**src/ccov_pkg.sv**
```systemverilog
// ----------------------------------------------------------------------------
// ccov_pkg
// Shared constants, types and interface structs of the call coverage tracker.
// ----------------------------------------------------------------------------
`default_nettype none

package ccov_pkg;

    // sizes of the hit set and the shadow stack
    localparam int TABLE_BITS  = 10;
    localparam int STACK_DEPTH = 1024;
    localparam int TABLE_SIZE  = 1 << TABLE_BITS;
    localparam int LOAD_DIV    = 2;
    localparam int SET_LIMIT   = (TABLE_SIZE + LOAD_DIV - 1) / LOAD_DIV;
    localparam int SP_W        = $clog2(STACK_DEPTH);
    localparam int DEPTH_W     = $clog2(STACK_DEPTH + 1);

    // field widths
    localparam int ADDR_W      = 64;
    localparam int CMD_W       = 2;
    localparam int SLOT_IDX_W  = 10;
    localparam int DCOUNT_W    = 10;
    localparam int DEPTH_OUT_W = 11;
    localparam int FLAG_W      = 3;
    localparam int S_TDATA_W   = ((ADDR_W + SLOT_IDX_W + 7) / 8) * 8;
    localparam int M_TDATA_W   = ((FLAG_W + DCOUNT_W + DEPTH_OUT_W + ADDR_W + 7) / 8) * 8;

    // output beat layout, lowest bit first
    localparam int OUT_INS_POS   = 0;
    localparam int OUT_PSH_POS   = 1;
    localparam int OUT_MATCH_POS = 2;
    localparam int OUT_CNT_POS   = FLAG_W;
    localparam int OUT_DEPTH_POS = OUT_CNT_POS + DCOUNT_W;
    localparam int OUT_SLOT_POS  = OUT_DEPTH_POS + DEPTH_OUT_W;

    // hash finalizer; only product bits below MIX_SHIFT + TABLE_BITS matter
    localparam logic [ADDR_W-1:0] MIX_MULT = 64'hff51afd7ed558ccd;
    localparam int MIX_SHIFT = 33;
    localparam int PROD_W    = MIX_SHIFT + TABLE_BITS;
    localparam int MUL_LO_W  = (PROD_W + 1) / 2;
    localparam int MUL_HI_W  = PROD_W - MUL_LO_W;
    localparam int LL_W      = 2 * MUL_LO_W;
    localparam logic [MUL_LO_W-1:0] MULT_LO = MIX_MULT[MUL_LO_W-1:0];
    localparam logic [MUL_HI_W-1:0] MULT_HI = MIX_MULT[PROD_W-1:MUL_LO_W];

    typedef logic [ADDR_W-1:0]     addr_t;
    typedef logic [TABLE_BITS-1:0] slot_t;
    typedef logic [DEPTH_W-1:0]    depth_t;
    typedef logic [SP_W-1:0]       sp_t;

    typedef enum logic [CMD_W-1:0] {
        CMD_ENTRY = 2'd0,
        CMD_EXIT  = 2'd1,
        CMD_READ  = 2'd2,
        CMD_NOP   = 2'd3
    } cmd_t;

    // hit set request and response
    typedef struct packed {
        logic                  ins;
        logic                  rd;
        addr_t                 addr;
        slot_t                 hash_idx;
        logic [SLOT_IDX_W-1:0] slot_idx;
    } set_req_t;

    typedef struct packed {
        logic  ready;
        logic  done;
        logic  inserted;
        slot_t count;
        addr_t slot_data;
    } set_rsp_t;

    // shadow stack request and response
    typedef struct packed {
        logic  push;
        logic  pop;
        addr_t addr;
    } stk_req_t;

    typedef struct packed {
        logic   done;
        logic   pushed;
        logic   matched;
        depth_t depth;
    } stk_rsp_t;

endpackage

`default_nettype wire

```
**src/ccov_hash.sv**
```systemverilog
// ----------------------------------------------------------------------------
// ccov_hash
// Two-stage xor-shift / multiply / xor-shift finalizer giving a slot index.
// ----------------------------------------------------------------------------
`default_nettype none

module ccov_hash (
    input  wire logic           aclk,
    input  wire logic           aresetn,
    input  wire logic           in_valid,
    input  wire ccov_pkg::addr_t in_addr,
    output logic                out_valid,
    output ccov_pkg::slot_t     out_idx
);
    import ccov_pkg::*;

    addr_t                 y_full;
    logic [PROD_W-1:0]     y;
    logic [MUL_LO_W-1:0]   y_lo;
    logic [MUL_HI_W-1:0]   y_hi;
    logic [LL_W-1:0]       pll_reg, pll_next;
    logic [MUL_HI_W-1:0]   plh_reg, plh_next;
    logic [MUL_HI_W-1:0]   phl_reg, phl_next;
    logic [MUL_HI_W-1:0]   sum_hi;
    logic [PROD_W-1:0]     prod;
    slot_t                 idx_reg, idx_next;
    logic                  v1_reg, v2_reg;

    // first shift and split partial products
    always_comb begin
        y_full   = in_addr ^ (in_addr >> MIX_SHIFT);
        y        = y_full[PROD_W-1:0];
        y_lo     = y[MUL_LO_W-1:0];
        y_hi     = y[PROD_W-1:MUL_LO_W];
        pll_next = LL_W'(y_lo) * LL_W'(MULT_LO);
        plh_next = MUL_HI_W'(y_lo) * MULT_HI;
        phl_next = y_hi * MUL_HI_W'(MULT_LO);
    end

    // sum partial products and fold the upper shift into the index
    always_comb begin
        sum_hi   = plh_reg + phl_reg;
        prod     = PROD_W'(pll_reg) + {sum_hi, {MUL_LO_W{1'b0}}};
        idx_next = prod[TABLE_BITS-1:0] ^ prod[MIX_SHIFT +: TABLE_BITS];
    end

    always_ff @(posedge aclk) begin
        pll_reg <= pll_next;
        plh_reg <= plh_next;
        phl_reg <= phl_next;
        idx_reg <= idx_next;
    end

    // valid pipeline
    always_ff @(posedge aclk) begin
        if (!aresetn) begin
            v1_reg <= 1'b0;
            v2_reg <= 1'b0;
        end else begin
            v1_reg <= in_valid;
            v2_reg <= v1_reg;
        end
    end

    assign out_valid = v2_reg;
    assign out_idx   = idx_reg;

endmodule

`default_nettype wire

```
**config.mk**
```make
export PLATFORM = sky130hd
export DESIGN_NAME = ccov_hash
export DESIGN_NICKNAME = d
export VERILOG_FILES = /design/src/ccov_pkg.sv /design/src/ccov_hash.sv
export SDC_FILE = /design/constraint.sdc
export NUM_CORES = 1
export LEC_CHECK = 0
export ABC_AREA = 0
export ABC_CLOCK_PERIOD_IN_PS = 8850
export BUFFER_PORTS_ARGS = -buffer_cell sky130_fd_sc_hd__buf_2
export CORE_UTILIZATION = 43
export CTS_BUF_LIST = sky130_fd_sc_hd__clkbuf_16
export CTS_CLUSTER_SIZE = 14
export DETAILED_ROUTE_END_ITERATION = 8
export REMOVE_ABC_BUFFERS = 1
export SLEW_MARGIN = 20
export SYNTH_ARGS = -nofsm -noshare
export SYNTH_HDL_FRONTEND = slang
export SYNTH_SLANG_ARGS = --single-unit
```
**constraint.sdc**
```tcl
create_clock -name aclk -period 8.85 [get_ports aclk]
set_clock_uncertainty 0.2 [all_clocks]
set_input_delay 0.4425 -clock aclk [delete_from_list [all_inputs] [get_ports aclk]]
set_output_delay 0.4425 -clock aclk [all_outputs]
set_load 0.01 [all_outputs]
```
Word-level counts from Yosys, hierarchy flattened
Index checks and enable logic that the tools add are counted.
{"block": "word_totals", "ff_bits": 97, "in_bits": 67, "out_inout_bits": 11}
{"block": "op_classes", "n_addsub": 2, "bitwise": 2, "n_mul": 3}
{"cell": "43-bit adder", "count": 1}
{"cell": "22-bit by 21-bit multiplier with 43-bit output (second input constant)", "count": 1}
{"cell": "43-bit by 31-bit XOR with 43-bit output", "count": 1}
{"cell": "21-bit adder", "count": 1}
{"cell": "21-bit by 17-bit multiplier with 21-bit output (second input constant)", "count": 1}
{"cell": "21-bit by 21-bit multiplier with 21-bit output (second input constant)", "count": 1}
{"cell": "10-bit XOR", "count": 1}

Depth between registers and ports, before layout
{"block": "logic_depth", "ltp_word": 3, "ltp_mapped": 25, "depth_no_buf": 25}

Least setup slack after synthesis
No wires, ideal clock.
{"block": "synth_timing", "path_type": "input -> register", "from": "input in_addr[6]", "to": "register pll_reg[40]", "setup_ns": 0.072, "setup_slack_ns": 1.867, "required_ns": 8.578, "n_path_buf": 0, "t_arrival_ns": 6.711, "stages": 22, "path_cell_list": "xnor2_1 -> inv_1 -> ha_1 -> inv_1 -> fa_1 -> inv_1 -> fa_1 -> fa_1 -> fa_1 -> fa_1 -> inv_1 -> fa_1 -> inv_1 -> ha_1 -> a21o_1 -> a211o_1 -> a221o_1 -> or4_4 -> a21oi_4 -> nor2_2 -> o41ai_2 -> xnor2_1"}
{"block": "synth_between", "elab_chain_cells": 2}
{"element": "from (decl)", "line_no": "ccov_hash.sv:11", "source": "input wire ccov_pkg::addr_t in_addr,"}
{"element": "43-bit by 31-bit XOR with 43-bit output", "line_no": "ccov_hash.sv:31", "source": "y_full = in_addr ^ (in_addr >> MIX_SHIFT);"}
{"element": "22-bit by 21-bit multiplier with 43-bit output", "line_no": "ccov_hash.sv:35", "source": "pll_next = LL_W'(y_lo) * LL_W'(MULT_LO);"}
{"element": "via pll_next[40]", "line_no": "ccov_hash.sv:21", "source": "logic [LL_W-1:0] pll_reg, pll_next;"}
{"element": "to (signal assigned)", "line_no": "ccov_hash.sv:48", "source": "pll_reg <= pll_next;"}
{"element": "to (decl)", "line_no": "ccov_hash.sv:21"}
The timed path passes the listed nets, and every way through them passes these cells.
A chain may end at the register's enable or synchronous reset.

Final worst setup path
{"block": "layout_timing", "from": "input in_addr[33]", "to": "register pll_reg[41]"}
The elaborated chain is that of the path after synthesis.

==> insert_results.sql <==
INSERT INTO impl_metrics (metric_group, metric, value, unit) VALUES
('run_status', 'run_status', 'completed', ''),
('grt', 'grt_max_degree', '16', ''),
('detailed_routing', 'first_iter_violations', '642', ''),
('sta', 'setup_total_negative_slack', '0', 'ns'),
('grt', 'grt_antenna_before_repair', '0', ''),
('sta', 'timing_max_transition_violations_final', '0', ''),
('sta', 'worst_slack', '1.61', 'ns'),
('detailed_routing', 'vias', '12700', ''),
('critical_path', 'criticalPathCategory', 'input port to flip-flop', ''),
('cells_and_area', 'layout-drive-gt1-share', '0.0593', ''),
('logic_synthesis', 'synthDistinctLibCells', '55', ''),
('critical_path', 'r2r_slack', '4.19', 'ns'),
('sta', 'final_setup_violation_count', '0', ''),
('run', 'maxCapViolCount', '0', ''),
('clock_tree', 'cts_tree', 'done', ''),
('sta', 'post-route-period-util', '0.818', ''),
('detailed_routing', 'wirelength', '47500', 'µm'),
('cells_and_area', 'syn_to_final_growth', '7.88', '%'),
('critical_path', 'critical_path_arrival', '7.26', 'ns'),
('logic_synthesis', 'synth-main-ff-cell', 'sky130_fd_sc_hd__dfxtp_1', ''),
('sta', 'rsz0062_at_grt', 'false', ''),
('place', 'placement.setup.worst_slack', '1.24', 'ns'),
('die', 'io_pins', '78', ''),
('grt', 'first_global_vias', '13400', ''),
('logic_synthesis', 'synth.ff_latch_count', '82', ''),
('cells_and_area', 'layout.nets', '2770', ''),
('grt', 'grt_pass1_wl', '75000', 'µm'),
('detailed_routing', 'dr.pass1.iters', '5', ''),
('logic_synthesis', 'syn_area', '18800', 'µm²'),
('die', 'die_area', '44600', 'µm²'),
('logic_synthesis', 'synth_top_area_share', '0.330', ''),
('critical_path', 'worst_setup_path_start_kind', 'input port', ''),
('place', 'number_of_placed_cells_counting_well_taps', '2542', ''),
('detailed_routing', 'number_of_remaining_drc_errors', '0', ''),
('clock_tree', 'ctsResizeCount', '0', ''),
('clock_tree', 'cts_hold_buffers', '0', ''),
('clock_tree', 'numClockSinks', '82', ''),
('place', 'portBuffers', '77', ''),
('die', 'chipHeight', '211', 'µm'),
('place', 'detailed_place_hpwl', '43100', 'µm'),
('logic_synthesis', 'synth_instances', '1873', ''),
('die', 'chipWidth', '211', 'µm'),
('clock_tree', 'clock-root-buffer', 'sky130_fd_sc_hd__clkbuf_16', ''),
('sta', 'worstMarginPinSlew', '0.862', 'ns'),
('cells_and_area', 'layout.cells.non_filler', '2558', ''),
('clock_tree', 'cts.path.max_buffers', '2', ''),
('sta', 'clock_period_minus_final_worst_setup_slack', '7.24', 'ns'),
('detailed_routing', 'routedWlPerCell', '18.6', 'µm'),
('clock_tree', 'clock_latency', '0.35', 'ns'),
('logic_synthesis', 'yosys-top-cells-area', 'sky130_fd_sc_hd__fa_1 (33%), sky130_fd_sc_hd__ha_1 (28%), sky130_fd_sc_hd__inv_1 (10%), sky130_fd_sc_hd__dfxtp_1 (8.7%), sky130_fd_sc_hd__xnor2_1 (5.9%)', ''),
('die', 'start_util', '0.437', ''),
('grt', 'globalRouteTotalUtil', '0.224', ''),
('sta', 'timing.max_slew.rel_slack', '0.423', ''),
('place', 'gp_congestion', '0.988', ''),
('logic_synthesis', 'yosys_warnings', '0', ''),
('cells_and_area', 'largest_reg_flops', '28', ''),
('cells_and_area', 'diodes', '0', ''),
('detailed_routing', 'drtAntennaViolNets', '0', ''),
('clock_tree', 'clkTransAtPathRegs', '0.06', 'ns'),
('clock_tree', 'postCtsSetupBuffers', '0', ''),
('die', 'rows', '76', ''),
('clock_tree', 'cts_buffers', '9', ''),
('critical_path', 'worst_setup_path_end_kind', 'flip-flop', ''),
('logic_synthesis', 'number_of_flops_mapped_to_enable_cells_by_yosys', '0', ''),
('critical_path', 'crit_fanout', '13', ''),
('worst_hold_path', 'min-delay-path-class', 'input port to flip-flop', ''),
('logic_synthesis', 'seq_total_area_yosys', '0.0873', ''),
('clock_tree', 'cts.htree.levels', '3', ''),
('critical_path', 'critical_path_required', '8.87', 'ns'),
('grt', 'grt_overflow', '0', ''),
('die', 'placeableCoreArea', '43100', 'µm²'),
('sta', 'report.final.hold_viol_count', '0', ''),
('logic_synthesis', 'synth.largest_area_cell', 'sky130_fd_sc_hd__fa_1', ''),
('logic_synthesis', 'asyncSetResetFlopFracSynth', '0', ''),
('sta', 'timing.fmax', '138', 'MHz'),
('cells_and_area', 'final_core_utilization', '0.471', ''),
('logic_synthesis', 'post_synthesis_average_cell_area', '10.0', 'µm²'),
('detailed_routing', 'route.detailed.vias_per_inst', '4.95', '');
## cells in the final DEF, fill, tap and decap left out, types with 4 or more instances in the layout
cell type                   Yosys  final
sky130_fd_sc_hd__nor2_1        46     46
sky130_fd_sc_hd__nand3b_1       5      5
sky130_fd_sc_hd__or3_1          6      6
sky130_fd_sc_hd__o21bai_1      12     12
sky130_fd_sc_hd__a21o_1        29     29
sky130_fd_sc_hd__nand2b_1      12     12
sky130_fd_sc_hd__o21ai_0       33     33
sky130_fd_sc_hd__nand3_1       16     16
sky130_fd_sc_hd__or2_2          4      4
sky130_fd_sc_hd__dfxtp_1       82     82
sky130_fd_sc_hd__o21a_1        11     11
sky130_fd_sc_hd__buf_2          0     77
sky130_fd_sc_hd__inv_1        508    508
sky130_fd_sc_hd__ha_1         425    425
sky130_fd_sc_hd__xnor2_1      127    127
sky130_fd_sc_hd__nor2b_1        6      6
sky130_fd_sc_hd__xor2_1        51     51
sky130_fd_sc_hd__nand4_1        8      8
sky130_fd_sc_hd__nor3_1        16     16
sky130_fd_sc_hd__a211oi_1      10     10
sky130_fd_sc_hd__a21oi_1       62     62
sky130_fd_sc_hd__and2_1         6      6
sky130_fd_sc_hd__fa_1         310    310
sky130_fd_sc_hd__a31oi_1        5      5
sky130_fd_sc_hd__buf_4          0     12
sky130_fd_sc_hd__clkbuf_16      0      9
sky130_fd_sc_hd__nand2_1       27     27
sky130_fd_sc_hd__and3_1         7      7
## logic make-up after synthesis
family,synth area share
AO/OA/AOI/OAI,0.0689
XOR/XNOR,0.0829
adder cells (fa/ha/maj),0.613
buffers and inverters,0.103
flip-flops,0.0873
multiplexers,0.00106
AND/OR/NAND/NOR,0.0444
## metal layers
layer	part of all wire	wire length [µm]	global-route usage	vias to the layer above
li1	-	-	-	6111
met3	0.041	1930	0.0257	55
met5	0	0	0	-
met1	0.48	22700	0.317	6259
met2	0.46	21700	0.362	233
met4	0.024	1130	0.0550	0
## synth_stat cells, types with 2 or more instances
master / n
sky130_fd_sc_hd__xor2_1: 51
sky130_fd_sc_hd__clkbuf_1: 3
sky130_fd_sc_hd__nand2_1: 27
sky130_fd_sc_hd__a221o_1: 2
sky130_fd_sc_hd__a21o_1: 29
sky130_fd_sc_hd__nor3_1: 16
sky130_fd_sc_hd__o21bai_1: 12
sky130_fd_sc_hd__or2_2: 4
sky130_fd_sc_hd__a41oi_1: 2
sky130_fd_sc_hd__a31o_2: 3
sky130_fd_sc_hd__o2111ai_1: 3
sky130_fd_sc_hd__fa_1: 310
sky130_fd_sc_hd__mux2i_1: 2
sky130_fd_sc_hd__o311ai_0: 2
sky130_fd_sc_hd__xnor2_1: 127
sky130_fd_sc_hd__nand3_1: 16
sky130_fd_sc_hd__nand2b_1: 12
sky130_fd_sc_hd__o41ai_1: 3
sky130_fd_sc_hd__inv_1: 508
sky130_fd_sc_hd__and3_1: 7
sky130_fd_sc_hd__o211ai_1: 2
sky130_fd_sc_hd__o21a_1: 11
sky130_fd_sc_hd__o21ai_0: 33
sky130_fd_sc_hd__nor3b_1: 2
sky130_fd_sc_hd__nor2b_1: 6
sky130_fd_sc_hd__and2_1: 6
sky130_fd_sc_hd__ha_1: 425
sky130_fd_sc_hd__a21oi_1: 62
sky130_fd_sc_hd__or3_1: 6
sky130_fd_sc_hd__a211o_1: 2
sky130_fd_sc_hd__a31oi_1: 5
sky130_fd_sc_hd__nor2_1: 46
sky130_fd_sc_hd__nand4_1: 8
sky130_fd_sc_hd__o31ai_1: 2
sky130_fd_sc_hd__o311a_1: 2
sky130_fd_sc_hd__a41o_1: 3
sky130_fd_sc_hd__dfxtp_1: 82
sky130_fd_sc_hd__nand3b_1: 5
sky130_fd_sc_hd__a211oi_1: 10
## layout make-up
class                           count  area (µm²)
Sequential cell                    82        1640
Fill cell                        4076       22800
Timing Repair Buffer               89         475
Multi-Input combinational cell   1278       15200
Clock buffer                        9         225
Inverter                          508        1910
Clock inverter                      7        76.3
Tap cell                          585         732
## path summary, 6_finish.rpt
kind	endpoint	cells after the start	start
hold reg to reg	out_valid	1	v1_reg
setup reg to reg	out_idx[9]	19	plh_reg[0]
setup / recovery	pll_reg[41]	21	in_addr[33]
hold / removal	v1_reg	2	in_valid
## metrics by stage
stage               cell area, µm²  hold WS (ns)
floorplan                    18800         0.206
global route                 20300        0.0996
finish                       20300         0.108
global placement             20000         0.218
CTS                          20300        0.0998
detailed placement           20000         0.218
## critical path, cell delays in order
cell	delay, ns
sky130_fd_sc_hd__buf_2	0.18
sky130_fd_sc_hd__xnor2_1	0.46
sky130_fd_sc_hd__inv_1	0.44
sky130_fd_sc_hd__ha_1	0.48
sky130_fd_sc_hd__ha_1	0.31
sky130_fd_sc_hd__fa_1	0.45
sky130_fd_sc_hd__fa_1	0.52
sky130_fd_sc_hd__fa_1	0.43
sky130_fd_sc_hd__fa_1	0.50
sky130_fd_sc_hd__inv_1	0.06
sky130_fd_sc_hd__fa_1	0.50
sky130_fd_sc_hd__inv_1	0.04
sky130_fd_sc_hd__ha_1	0.28
sky130_fd_sc_hd__a21o_1	0.16
sky130_fd_sc_hd__a21o_1	0.21
sky130_fd_sc_hd__or4_2	0.53
sky130_fd_sc_hd__o21ai_0	0.24
sky130_fd_sc_hd__a31oi_1	0.23
sky130_fd_sc_hd__a221oi_1	0.46
sky130_fd_sc_hd__mux2i_1	0.25
sky130_fd_sc_hd__nand4_1	0.09
Power is left out: the tool's default activity adds up to more than one toggle a clock period on the data nets, which glitch-free logic cannot reach.
